**src/rtl/gpbo_pkg.sv**
```systemverilog
// Package for the galvo path player: sizes, request and register codes,
// channel structs and the drive and offset arithmetic. Depends on nothing.
`timescale 1ns / 1ps

package gpbo_pkg;

    localparam int PATH_DEPTH  = 1024;
    localparam int ADDR_BITS   = $clog2(PATH_DEPTH);
    localparam int COORD_BITS  = 12;
    localparam int WORD_BITS   = 2 * COORD_BITS;
    localparam int LEN_BITS    = 11;
    localparam int LON_BITS    = 10;
    localparam int STEP_BITS   = 8;
    localparam int LIM_BITS    = 11;
    localparam int OFS_BITS    = 12;
    localparam int DRV_BITS    = COORD_BITS + 2;
    localparam int CENTER_BIAS = 256;
    localparam int CFG_IDX_BITS  = 3;
    localparam int CFG_DATA_BITS = 11;

    localparam logic [1:0] REQ_LOAD   = 2'd0;
    localparam logic [1:0] REQ_SAMPLE = 2'd1;
    localparam logic [1:0] REQ_MOVE   = 2'd2;

    localparam logic [CFG_IDX_BITS-1:0] CFG_PATH_LENGTH    = 3'd0;
    localparam logic [CFG_IDX_BITS-1:0] CFG_LASER_ON_INDEX = 3'd1;
    localparam logic [CFG_IDX_BITS-1:0] CFG_X_STEP         = 3'd2;
    localparam logic [CFG_IDX_BITS-1:0] CFG_Y_STEP         = 3'd3;
    localparam logic [CFG_IDX_BITS-1:0] CFG_OFFSET_MAX     = 3'd4;
    localparam logic [CFG_IDX_BITS-1:0] CFG_OFFSET_MIN     = 3'd5;

    typedef struct packed {
        logic [1:0]            req_type;
        logic [LON_BITS-1:0]   point_index;
        logic [COORD_BITS-1:0] point_x;
        logic [COORD_BITS-1:0] point_y;
    } t_in_item;

    typedef struct packed {
        logic [COORD_BITS-1:0] x_drive;
        logic [COORD_BITS-1:0] y_drive;
        logic                  laser_on;
    } t_out_item;

    typedef struct packed {
        logic                       valid;
        logic signed [OFS_BITS-1:0] x_off;
        logic signed [OFS_BITS-1:0] y_off;
        logic                       laser;
    } t_rd_meta;

    typedef struct packed {
        logic signed [OFS_BITS-1:0] off;
        logic                       rev;
    } t_bounce;

    function automatic logic [COORD_BITS-1:0] sat_drive(
        input logic [COORD_BITS-1:0]    coord,
        input logic signed [OFS_BITS-1:0] off
    );
        logic signed [DRV_BITS-1:0] v;
        v = $signed({3'b000, coord[COORD_BITS-1:1]})
            + $signed(DRV_BITS'(CENTER_BIAS))
            + DRV_BITS'(off);
        if (v < 0) begin
            return '0;
        end else if (v > $signed(DRV_BITS'({COORD_BITS{1'b1}}))) begin
            return '1;
        end
        return v[COORD_BITS-1:0];
    endfunction

    function automatic t_bounce bounce(
        input logic signed [OFS_BITS-1:0]  off,
        input logic                        rev,
        input logic signed [STEP_BITS-1:0] step,
        input logic signed [LIM_BITS-1:0]  vmax,
        input logic signed [LIM_BITS-1:0]  vmin
    );
        logic signed [STEP_BITS:0]   s;
        logic signed [OFS_BITS:0]    v;
        t_bounce                     r;
        s = rev ? -(STEP_BITS+1)'(step) : (STEP_BITS+1)'(step);
        v = (OFS_BITS+1)'(off) + (OFS_BITS+1)'(s);
        r.rev = rev;
        r.off = v[OFS_BITS-1:0];
        if (v >= (OFS_BITS+1)'(vmax)) begin
            r.off = OFS_BITS'(vmax);
            r.rev = !rev;
        end else if (v <= (OFS_BITS+1)'(vmin)) begin
            r.off = OFS_BITS'(vmin);
            r.rev = !rev;
        end
        return r;
    endfunction

endpackage

```
**src/rtl/gpbo_drive.sv**
```systemverilog
// Drive stage: scales the read point, adds bias and offset, saturates and
// holds the result in the output register. Depends on gpbo_pkg.
`timescale 1ns / 1ps

module gpbo_drive (
    input  logic                           i_clk,
    input  logic                           i_rst_n,
    input  gpbo_pkg::t_rd_meta             i_meta,
    input  logic [gpbo_pkg::WORD_BITS-1:0] i_rdata,
    input  logic                           i_ready,
    output logic                           o_take,
    output logic                           o_valid,
    output gpbo_pkg::t_out_item            o_item
);
    import gpbo_pkg::*;

    logic      r_valid;
    t_out_item r_item, n_item;

    assign o_take = !r_valid || i_ready;

    always_comb begin
        n_item.x_drive  = sat_drive(i_rdata[WORD_BITS-1:COORD_BITS], i_meta.x_off);
        n_item.y_drive  = sat_drive(i_rdata[COORD_BITS-1:0], i_meta.y_off);
        n_item.laser_on = i_meta.laser;
    end

    always_ff @(posedge i_clk) begin
        if (!i_rst_n) begin
            r_valid <= 1'b0;
        end else if (o_take) begin
            r_valid <= i_meta.valid;
        end
    end

    always_ff @(posedge i_clk) begin
        if (o_take && i_meta.valid) begin
            r_item <= n_item;
        end
    end

    assign o_valid = r_valid;
    assign o_item  = r_item;

endmodule

```
**config.mk**
```make
export PLATFORM = sky130hd
export DESIGN_NAME = gpbo_drive
export DESIGN_NICKNAME = d
export VERILOG_FILES = /design/src/rtl/gpbo_pkg.sv /design/src/rtl/gpbo_drive.sv
export SDC_FILE = /design/constraint.sdc
export NUM_CORES = 1
export LEC_CHECK = 0
export BUFFER_PORTS_ARGS = -buffer_cell sky130_fd_sc_hd__buf_2
export CAP_MARGIN = 5
export CORE_ASPECT_RATIO = 0.5
export CORE_UTILIZATION = 52
export DETAILED_ROUTE_END_ITERATION = 10
export PLACE_DENSITY = 0.81
export SLEW_MARGIN = 10
export SYNTH_ARGS = -nofsm -noshare
export SYNTH_HDL_FRONTEND = slang
export SYNTH_SLANG_ARGS = --single-unit
export TNS_END_PERCENT = 50
```
**constraint.sdc**
```tcl
create_clock -name i_clk -period 3.1 [get_ports i_clk]
set_input_delay 0.62 -clock i_clk [delete_from_list [all_inputs] [get_ports i_clk]]
set_output_delay 0.62 -clock i_clk [all_outputs]
set_load 0.01 [all_outputs]
```
==> flow_summary_export.csv <==
group,metric,value,unit
sta,holdWs,0.527,ns
power,total_power,1160,uW
sta,max_freq,365,MHz
cts,cts_sinks,26,
cts,cts.htree.levels,1,
synthesis,syn_inst,253,
detailed_routing,wl,5130,um
synthesis,synth_seq_cells,26,
hold_path,min_path_cells,1,
sta,maxSlewViolCount,0,
place,pre_cts_ws,0.0583,ns
final_layout,final_common_cell,"buf_2",
sta,setup_ws,0.357,ns
status,status,"finished, final reports clean",
sta,tightest_slew,0.486,ns
setup_path,worst-setup-path-type,"primary input to register",
place,hpwl,4270,um
setup_path,cp.required,3.08,ns
detailed_routing,vias,2170,
detailed_routing,ant_nets,0,
sta,finalHoldViolCount,0,
cts,cts_resized,0,
global_route,track_usage,0.217,
hold_path,hp-class,"primary input to register",
detailed_routing,drc,0,
floorplan,die-area,0.00511,sq mm
detailed_routing,first_iter_violations,39,
synthesis,synth_edf_count,25,
global_route,overflow,0,
cts,cts_root_buffer,"clkbuf_8",
cts,clk_latency,0.26,ns
global_route,grt_start_max_net_pins,26,
synthesis,yosys_warnings,0,
synthesis,ys_seq_area_frac,0.308,
global_route,grt_pass1_vias,2128,
sta,finalCriticalPeriod,2.74,ns
power,powerDensity,387,mW/mm^2
setup_path,timing.rr.start,"o_valid",
final_layout,drive_gt1_frac,0.310,
synthesis,synth_cell_types,60,
floorplan,ios,80,
synthesis,synth_area,0.00250,sq mm
sta,setup_viol,0,
setup_path,path_max_fanout,8,
final_layout,final_nets,413,
run,maxCapViolations,0,
synthesis,synth_flop_cell,"edfxtp_1",
power,leakage,0.00136,uW
synthesis,synth_nets,336,
setup_path,reg2reg_slack,1.92,ns
final_layout,diodes,0,
setup_path,reg2reg_to,"o_item[11]",
sta,tns,0,ns
floorplan,die_height,51.1,um
setup_path,cp-start-kind,"primary input",
sta,finalCritPeriodShare,0.885,
setup_path,path_cells,"buf_2 -> ha_1 -> fa_1 -> a21o_1 -> a221oi_4 -> nand3_4 -> a31oi_4 -> xor2_4 -> a22oi_1",
cts,tritoncts,"done",
global_route,grt_pass1_wl,9070,um
floorplan,fp-row-count,17,
setup_path,r2r_cells,3,
detailed_routing,firstDrtPassIters,4,
sta,slew_headroom,0.673,
detailed_routing,post_drt_wl_per_cell,13.0,um
floorplan,core,0.00451,sq mm
floorplan,die_w,100,um
sta,clock_skew,0.00330,ns
place,place_congestion,0.864,
detailed_routing,drt-vias-per-instance,5.49,
hold_path,hold_start,"i_meta[0]",
setup_path,slowest_delay,0.40,ns
cts,hold_buffers,0,
setup_path,cp-end-kind,"register",
place,io_buffers,77,
final_layout,fin_cells,395,
floorplan,initial_core_util,0.555,
power,ir_drop,0.209,mV
setup_path,crit_path_top_delay_cell,"fa_1",
synthesis,synth_area_per_cell,9.90,sq um
place,place_inst,391,
final_layout,mostFrequentLayoutCells,"buf_2, ha_1, edfxtp_1, a21oi_1, nor2_1",
cts,cts.path.max_buffers,2,
cts,post_cts_buffers,0,
cts,cts_inserted_buffers,3,
sta,rsz0062_at_grt,"false",
cts,path_clk_slew,0.08,ns
final_layout,area_growth,20.0,%
setup_path,critical_path_arrival,2.73,ns
synthesis,synth-async-reset-ratio,0,
hold_path,hold_end,"o_item[0]",
global_route,antenna_found_initial,0,
[cell usage after synthesis, types with 2 or more instances]
library cell / count / area (sq um)
a211oi_1: 2 / 15.0
a21boi_0: 2 / 15.0
a21o_1: 7 / 52.6
a21oi_1: 20 / 100
a22oi_1: 8 / 60.1
a311oi_1: 2 / 17.5
a31oi_1: 2 / 12.5
and2_1: 3 / 18.8
and3_1: 2 / 12.5
and4b_1: 2 / 20.0
buf_2: 4 / 20.0
clkbuf_1: 4 / 15.0
edfxtp_1: 25 / 751
fa_1: 2 / 40.0
ha_1: 28 / 350
inv_1: 11 / 41.3
nand2_1: 14 / 52.6
nand3_1: 8 / 40.0
nand3b_1: 2 / 15.0
nor2_1: 17 / 63.8
nor2b_1: 7 / 43.8
nor3_1: 3 / 15.0
o211ai_1: 4 / 30.0
o21a_1: 15 / 113
o21ai_0: 6 / 30.0
o22ai_1: 4 / 25.0
o31ai_1: 2 / 15.0
or2_2: 2 / 12.5
xnor2_1: 4 / 35.0
xor2_1: 11 / 96.3
[layout make-up]
| cell class | count | area (sq um) |
|---|---|---|
| clock buffers | 3 | 41.3 |
| flip-flops and latches | 26 | 771 |
| fillers | 385 | 1510 |
| repair buffers | 81 | 415 |
| well taps | 66 | 82.6 |
| inverters | 11 | 41.3 |
| clock inverters | 1 | 3.75 |
| multi-input cells | 207 | 1650 |
[critical path, delay by kind of cell]
family          cells  cell delay, ns
fa+ha+maj           2            0.61
buf+inv             1            0.10
compound gates      4            1.01
xor+xnor            1            0.26
simple gates        1            0.11
[cells by family after synthesis]
group,count (synthesis),share of synthesized area
compound gates,91,0.285
flops,26,0.308
xor+xnor,16,0.0635
mux,2,0.00850
fa+ha+maj,30,0.156
simple gates,68,0.146
buf+inv,20,0.0335
[worst max-delay path by stage]
stage	endpoint	from	slack, ns	cells past startpoint
2_1_floorplan	o_item[20]	i_meta[13]	0.34	8
3_3_place_gp	o_item[13]	i_meta[13]	0.14	9
3_5_place_dp	o_item[13]	i_meta[13]	0.06	9
4_1_cts	o_item[13]	i_meta[13]	0.34	9
5_1_grt	o_item[4]	i_meta[1]	0.19	9
6_report	o_item[13]	i_meta[13]	0.36	9
[power by group]
| group | leakage, uW | switching, uW | internal [uW] |
|---|---|---|---|
| Clock | 0.0000231 | 97.7 | 88.5 |
| Sequential | 0.000256 | 10.7 | 445 |
| Combinational | 0.00108 | 290 | 230 |
[metrics by stage]
step                area [sq um]  utilization
CTS                         3000        0.666
floorplan                   2500            -
finish                      3000        0.666
detailed placement          2960        0.656
global placement            2960        0.656
global route                3000        0.666
[routing by layer]
metal | global-route usage | vias to the layer above | part of all wire
met2 | 0.422 | 42 | 0.49
met3 | 0.00958 | 2 | 0.027
met5 | 0 | - | 0
met1 | 0.270 | 1001 | 0.48
met4 | 0.0459 | 0 | 0.0049
li1 | - | 1125 | -
[sequential cells by signal, indices dropped and copies added, names as in the netlist]
name and count:
o_item 25, o_valid 1
Note: power is estimated with default switching activity, not from simulation.
