## config.mk

```make
export PLATFORM = sky130hd
export DESIGN_NAME = gpbo_seq
export DESIGN_NICKNAME = d
export VERILOG_FILES = /design/src/rtl/gpbo_pkg.sv /design/src/rtl/gpbo_seq.sv
export SDC_FILE = /design/constraint.sdc
export NUM_CORES = 1
export LEC_CHECK = 0
export CAP_MARGIN = 30
export CORE_MARGIN = 2
export CORE_UTILIZATION = 41
export DETAILED_ROUTE_END_ITERATION = 7
export DONT_BUFFER_PORTS = 1
export GPL_ROUTABILITY_DRIVEN = 0
export SYNTH_ARGS = -nofsm -noshare
export SYNTH_HDL_FRONTEND = slang
export SYNTH_SLANG_ARGS = --single-unit
```

## constraint.sdc

```tcl
create_clock -name i_clk -period 4.4 [get_ports i_clk]
set_input_delay 0.44 -clock i_clk [delete_from_list [all_inputs] [get_ports i_clk]]
set_output_delay 0.44 -clock i_clk [all_outputs]
set_load 0.02 [all_outputs]
```

## src/rtl/gpbo_pkg.sv

```systemverilog
// Package for the galvo path player: sizes, request and register codes,
// channel structs and the drive and offset arithmetic. Depends on nothing.
`timescale 1ns / 1ps

package gpbo_pkg;

    localparam int PATH_DEPTH  = 1024;
    localparam int ADDR_BITS   = $clog2(PATH_DEPTH);
    localparam int COORD_BITS  = 12;
    localparam int WORD_BITS   = 2 * COORD_BITS;
    localparam int LEN_BITS    = 11;
    localparam int LON_BITS    = 10;
    localparam int STEP_BITS   = 8;
    localparam int LIM_BITS    = 11;
    localparam int OFS_BITS    = 12;
    localparam int DRV_BITS    = COORD_BITS + 2;
    localparam int CENTER_BIAS = 256;
    localparam int CFG_IDX_BITS  = 3;
    localparam int CFG_DATA_BITS = 11;

    localparam logic [1:0] REQ_LOAD   = 2'd0;
    localparam logic [1:0] REQ_SAMPLE = 2'd1;
    localparam logic [1:0] REQ_MOVE   = 2'd2;

    localparam logic [CFG_IDX_BITS-1:0] CFG_PATH_LENGTH    = 3'd0;
    localparam logic [CFG_IDX_BITS-1:0] CFG_LASER_ON_INDEX = 3'd1;
    localparam logic [CFG_IDX_BITS-1:0] CFG_X_STEP         = 3'd2;
    localparam logic [CFG_IDX_BITS-1:0] CFG_Y_STEP         = 3'd3;
    localparam logic [CFG_IDX_BITS-1:0] CFG_OFFSET_MAX     = 3'd4;
    localparam logic [CFG_IDX_BITS-1:0] CFG_OFFSET_MIN     = 3'd5;

    typedef struct packed {
        logic [1:0]            req_type;
        logic [LON_BITS-1:0]   point_index;
        logic [COORD_BITS-1:0] point_x;
        logic [COORD_BITS-1:0] point_y;
    } t_in_item;

    typedef struct packed {
        logic [COORD_BITS-1:0] x_drive;
        logic [COORD_BITS-1:0] y_drive;
        logic                  laser_on;
    } t_out_item;

    typedef struct packed {
        logic                       valid;
        logic signed [OFS_BITS-1:0] x_off;
        logic signed [OFS_BITS-1:0] y_off;
        logic                       laser;
    } t_rd_meta;

    typedef struct packed {
        logic signed [OFS_BITS-1:0] off;
        logic                       rev;
    } t_bounce;

    function automatic logic [COORD_BITS-1:0] sat_drive(
        input logic [COORD_BITS-1:0]    coord,
        input logic signed [OFS_BITS-1:0] off
    );
        logic signed [DRV_BITS-1:0] v;
        v = $signed({3'b000, coord[COORD_BITS-1:1]})
            + $signed(DRV_BITS'(CENTER_BIAS))
            + DRV_BITS'(off);
        if (v < 0) begin
            return '0;
        end else if (v > $signed(DRV_BITS'({COORD_BITS{1'b1}}))) begin
            return '1;
        end
        return v[COORD_BITS-1:0];
    endfunction

    function automatic t_bounce bounce(
        input logic signed [OFS_BITS-1:0]  off,
        input logic                        rev,
        input logic signed [STEP_BITS-1:0] step,
        input logic signed [LIM_BITS-1:0]  vmax,
        input logic signed [LIM_BITS-1:0]  vmin
    );
        logic signed [STEP_BITS:0]   s;
        logic signed [OFS_BITS:0]    v;
        t_bounce                     r;
        s = rev ? -(STEP_BITS+1)'(step) : (STEP_BITS+1)'(step);
        v = (OFS_BITS+1)'(off) + (OFS_BITS+1)'(s);
        r.rev = rev;
        r.off = v[OFS_BITS-1:0];
        if (v >= (OFS_BITS+1)'(vmax)) begin
            r.off = OFS_BITS'(vmax);
            r.rev = !rev;
        end else if (v <= (OFS_BITS+1)'(vmin)) begin
            r.off = OFS_BITS'(vmin);
            r.rev = !rev;
        end
        return r;
    endfunction

endpackage

```

## src/rtl/gpbo_seq.sv

```systemverilog
// Sequencer: configuration registers, play index, laser flag and bouncing
// offsets; issues path memory writes and reads. Depends on gpbo_pkg.
`timescale 1ns / 1ps

module gpbo_seq (
    input  logic                               i_clk,
    input  logic                               i_rst_n,
    input  logic                               i_cfg_we,
    input  logic [gpbo_pkg::CFG_IDX_BITS-1:0]  i_cfg_index,
    input  logic [gpbo_pkg::CFG_DATA_BITS-1:0] i_cfg_data,
    input  logic                               i_acc,
    input  gpbo_pkg::t_in_item                 i_item,
    input  logic                               i_s1_take,
    output logic                               o_we,
    output logic [gpbo_pkg::ADDR_BITS-1:0]     o_waddr,
    output logic [gpbo_pkg::WORD_BITS-1:0]     o_wdata,
    output logic                               o_re,
    output logic [gpbo_pkg::ADDR_BITS-1:0]     o_raddr,
    output gpbo_pkg::t_rd_meta                 o_meta
);
    import gpbo_pkg::*;

    logic [LEN_BITS-1:0]         r_path_length;
    logic [LON_BITS-1:0]         r_laser_on_index;
    logic signed [STEP_BITS-1:0] r_x_step, r_y_step;
    logic signed [LIM_BITS-1:0]  r_offset_max, r_offset_min;

    logic [LEN_BITS-1:0]         r_play_index, n_play_index;
    logic signed [OFS_BITS-1:0]  r_x_offset, r_y_offset;
    logic                        r_x_rev, r_y_rev;
    logic                        r_laser, n_laser;
    t_rd_meta                    r_meta;

    logic [LEN_BITS-1:0] eff_len;
    logic [LEN_BITS-1:0] last_idx;
    logic                in_range;
    logic                smp_acc, mov_acc;
    t_bounce             x_b, y_b;

    always_ff @(posedge i_clk) begin
        if (!i_rst_n) begin
            r_path_length    <= LEN_BITS'(299);
            r_laser_on_index <= LON_BITS'(10);
            r_x_step         <= STEP_BITS'(20);
            r_y_step         <= -STEP_BITS'(24);
            r_offset_max     <= LIM_BITS'(500);
            r_offset_min     <= -LIM_BITS'(50);
        end else if (i_cfg_we) begin
            unique case (i_cfg_index)
                CFG_PATH_LENGTH:    r_path_length    <= i_cfg_data[LEN_BITS-1:0];
                CFG_LASER_ON_INDEX: r_laser_on_index <= i_cfg_data[LON_BITS-1:0];
                CFG_X_STEP:         r_x_step         <= i_cfg_data[STEP_BITS-1:0];
                CFG_Y_STEP:         r_y_step         <= i_cfg_data[STEP_BITS-1:0];
                CFG_OFFSET_MAX:     r_offset_max     <= i_cfg_data[LIM_BITS-1:0];
                CFG_OFFSET_MIN:     r_offset_min     <= i_cfg_data[LIM_BITS-1:0];
                default: ;
            endcase
        end
    end

    assign smp_acc = i_acc && (i_item.req_type == REQ_SAMPLE);
    assign mov_acc = i_acc && (i_item.req_type == REQ_MOVE);

    always_comb begin
        if (r_path_length == '0) begin
            eff_len = LEN_BITS'(1);
        end else if (r_path_length > LEN_BITS'(PATH_DEPTH)) begin
            eff_len = LEN_BITS'(PATH_DEPTH);
        end else begin
            eff_len = r_path_length;
        end
        last_idx = eff_len - LEN_BITS'(1);
        in_range = r_play_index < eff_len;
    end

    always_comb begin
        n_laser      = r_laser;
        n_play_index = r_play_index;
        if (r_play_index == LEN_BITS'(r_laser_on_index)) begin
            n_laser = 1'b1;
        end
        if (in_range) begin
            n_play_index = r_play_index + LEN_BITS'(1);
        end else begin
            n_laser = 1'b0;
        end
    end

    assign x_b = bounce(r_x_offset, r_x_rev, r_x_step, r_offset_max, r_offset_min);
    assign y_b = bounce(r_y_offset, r_y_rev, r_y_step, r_offset_max, r_offset_min);

    always_ff @(posedge i_clk) begin
        if (!i_rst_n) begin
            r_play_index <= '0;
            r_x_offset   <= '0;
            r_y_offset   <= '0;
            r_x_rev      <= 1'b0;
            r_y_rev      <= 1'b0;
            r_laser      <= 1'b0;
        end else if (smp_acc) begin
            r_play_index <= n_play_index;
            r_laser      <= n_laser;
        end else if (mov_acc) begin
            r_play_index <= '0;
            r_x_offset   <= x_b.off;
            r_y_offset   <= y_b.off;
            r_x_rev      <= x_b.rev;
            r_y_rev      <= y_b.rev;
        end
    end

    always_ff @(posedge i_clk) begin
        if (!i_rst_n) begin
            r_meta.valid <= 1'b0;
        end else if (smp_acc) begin
            r_meta.valid <= 1'b1;
            r_meta.x_off <= r_x_offset;
            r_meta.y_off <= r_y_offset;
            r_meta.laser <= n_laser;
        end else if (i_s1_take) begin
            r_meta.valid <= 1'b0;
        end
    end

    assign o_we    = i_acc && (i_item.req_type == REQ_LOAD);
    assign o_waddr = ADDR_BITS'(i_item.point_index);
    assign o_wdata = {i_item.point_x, i_item.point_y};
    assign o_re    = smp_acc;
    assign o_raddr = in_range ? r_play_index[ADDR_BITS-1:0] : last_idx[ADDR_BITS-1:0];
    assign o_meta  = r_meta;

endmodule

```

==> results.txt <==
Status: complete, but fails checks
Failing checks: negative setup slack
Synth top area share: 23.5%
Synthesized area: 8330 sq um
Met1 WL: 10200 um
Site row count: 52
Synth Area in Compound Gates: 19.1%
CTS H-tree depth: 4
Yosys warnings: 0
Routed wire per std cell: 17.7 um
Delay-heaviest family, CP: compound AO/OA/AOI/OAI gates
Synth Instances: 1002
Grt ovf: 0
Sink Count: 123
Met3 wire len: 1250 um
Area leader, netlist: dfxtp_1
Routed length on met2: 11200 um
Slew HR: 49.7%
Slew Viols, Final: 0
Mux share of post-synthesis cell area: 2.88%
I/O Buffers: 0
Worst clock skew: 0.00939 ns
Die footprint: 21500 sq um
Nets@finish: 1170
Worst slew pin tran: 0.755 ns
Sequential power share: 18.5%
DRT Pass-1 Iters: 5
Finished Layout Cells: 1303
Required time of the critical path: 4.68 ns
Pwr Total: 0.00751 W
Clk_lat worst skew: 0.43 ns
Die Y: 147 um
Synth Area in Adders: 14.3%
Core Area: 20100 sq um
Largest net degree at the start of global routing: 66
Endpoints failing setup: 16
Initial DRC Count: 434
DP Cell Count: 1256
P_leak: 4.38 nW
Syn_area_per_cell: 8.32 sq um
Hold WC Path Type: input port to flop
Total GRT Usage: 21.3%
Synth cell types: 64
Total number of vias: 7124
Synth Flop Type: dfxtp_1
Crit path kind: flop to flop
Synth Register Bits: 123
Crit-path cells: nor3_4 > nand2_2 > o31ai_4 > xnor2_2 > ha_1 > a21o_1 > o41ai_4 > o21bai_1 > a21o_1 > a2111oi_2 > a21o_1 > ha_4 > nand4_1 > buf_4 > nor3_2 > nor3_2 > a31o_4 > mux2_2 > a21oi_2 > o21ai_0
Worst-case vdd ir drop: 0.483 mV
Top fanout value on the critical path: 6
Worst Path Arrival: 4.78 ns
Layout area overhead: 18.2%
R2R setup slack: -0.1 ns
CP bufs+invs: 1
Initial antenna violation count: 1
Clock buffer count from CTS: 17
Post-Synth XOR/XNOR Area: 4.73%
Syn_nets: 1151
Top cell by count, worst path: a21o_1
Commonest non-fill, non-tap cells in the layout: nand2_1 (167), dfxtp_1 (94), ha_1 (87)
Vias in the first global route: 6837
Seq/Total Area, Yosys: 32.5%
Commonest non-fill, non-tap cell in the layout: nand2_1
RSZ-0062 raised after global routing: true
Clk pwr share: 16.9%
Number of synthesized flops with an enable pin: 25
Post-route setup slack: -0.0996 ns
Min Tclk post-route: 4.50 ns
Final hold vios: 0
Asr flop ratio synth: 0%
Logic pwr share: 64.6%
Synth top area cells: dfxtp_1 (24%), ha_1 (14%), edfxtp_1 (9.0%)
Die X: 147 um
Layout cell share with drive strength beyond 1: 19.5%
DPL Wire Length: 16600 um
Largest family of logic cells by synthesized area: compound AO/OA/AOI/OAI gates
Clock-pin slew on the worst setup and hold paths: 0.06 ns
Post-Route WL: 23000 um
N_diodes: 0
First-pass GRT wire length: 36300 um
Vias per cell: 5.47
Crit end category: flop
CP max stage delay: 0.36 ns
Achievable Freq: 0.222 GHz
Top sig layer: met4
CP max stage cell: mux2_2
Post-route ant nets: 0
Max-cap violation count: 0
Fin crit share: 102%
Clk buf depth: 2
Root Buffer: clkbuf_16
Sw Pwr: 0.00306 W
Power Internal: 0.00445 W
CTS tree: yes
Switching share of power: 40.8%
Crit start category: flop
Initial Util: 41.5%
PD cells: 762 nW/um^2
I/O pins: 127
Simple-Gate Fraction of Synth Area: 18.9%
Drc violations: 0
==> final timing paths <==
kind | startpoint | to | cells past startpoint
setup reg to reg | r_y_step[0] | r_y_offset[3] | 20
hold / removal | i_rst_n | r_y_step[7] | 1
setup / recovery | r_y_step[0] | r_y_offset[3] | 20
hold reg to reg | r_offset_max[1] | r_offset_max[1] | 2
==> timing repair <==
item / 4_1_cts / 5_1_grt
setup endpoints to repair: 25 / 26
setup buffers: 7 / 6
cloned: 0 / 3
gates resized for setup: 40 / 51
pin swaps: 19 / 27
hold buffers: 0 / 0
==> routing by layer <==
layer  vias up  GRT usage [%]
met5         -              0
met4         0           6.41
met3        35           5.66
met2       166           36.2
met1      3355           26.6
li1       3568              -
==> metrics by stage <==
step	instance area (sq um)	util, %	setup TNS (ns)	worst slack, ns	hold slack, ns
after global placement	8690	43.2	-4.54	-0.389	0.441
after detailed placement	8750	43.5	-5.29	-0.442	0.447
after global routing	9850	49.0	-6.69	-0.329	0.0937
after floorplan	8330	-	0	0.0979	0.434
after CTS	9520	47.4	-0.0131	-0.00577	0.0892
final	9850	49.0	-0.813	-0.0996	0.111
==> cell usage after synthesis, drive strengths merged, types with 6 or more instances <==
library cell and n:
a211oi 13, a21o 21, a21oi 74, a31o 11
and2 7, and3 12, buf 47, clkbuf 28
dfxtp 98, edfxtp 25, ha 92, inv 52
mux2 8, mux2i 15, nand2 169, nand2b 8
nand3 43, nand4 6, nor2 57, nor2b 7
nor3 16, nor3b 6, o211ai 18, o21a 6
o21ai 50, o31ai 11, xnor2 26, xor2 19
==> power by group through the flow <==
stage / clock network (W) / logic (W) / registers (W)
finish: 0.00127 / 0.00485 / 0.00138
global route: 0.00134 / 0.00524 / 0.00140
CTS: 0.00130 / 0.00400 / 0.00138
detailed placement: 0 / 0.00349 / 0.00140
global placement: 0 / 0.00345 / 0.00140
floorplan: 0 / 0.00246 / 0.00136
==> layout make-up <==
type	count	area [sq um]
Multi-Input combinational cell	751	5390
Clock buffer	18	439
Inverter	53	199
Sequential cell	123	2720
Timing Repair Buffer	75	674
Clock inverter	13	92.6
Fill cell	1923	10300
Tap cell	270	338
==> worst register-to-register path: stages (launching register included) <==
cell       delay (ns)
dfxtp_2          0.34
nor3_4           0.19
nand2_2          0.10
o31ai_4          0.22
xnor2_2          0.18
ha_1             0.30
a21o_1           0.21
o41ai_4          0.36
o21bai_1         0.13
a21o_1           0.19
a2111oi_2        0.31
a21o_1           0.20
ha_4             0.22
nand4_1          0.17
buf_4            0.15
nor3_2           0.04
nor3_2           0.22
a31o_4           0.24
mux2_2           0.36
a21oi_2          0.14
o21ai_0          0.08
==> cells by family after synthesis <==
group,after synthesis
multiplexers,23
XOR/XNOR,45
AND/OR/NAND/NOR,349
buffers and inverters,128
AO/OA/AOI/OAI,240
flip-flops,123
adder cells (fa/ha/maj),94
==> flip-flops by register name, summed over array words and instances (netlist names) <==
name / cells
r_path_length: 11
r_laser_on_index: 10
r_y_step: 8
r_laser: 1
r_offset_min: 11
r_x_rev: 1
r_x_offset: 12
r_x_step: 8
r_y_rev: 1
r_offset_max: 11
r_play_index: 11
r_y_offset: 12
o_meta: 26
(Power assumes the default switching activity.)
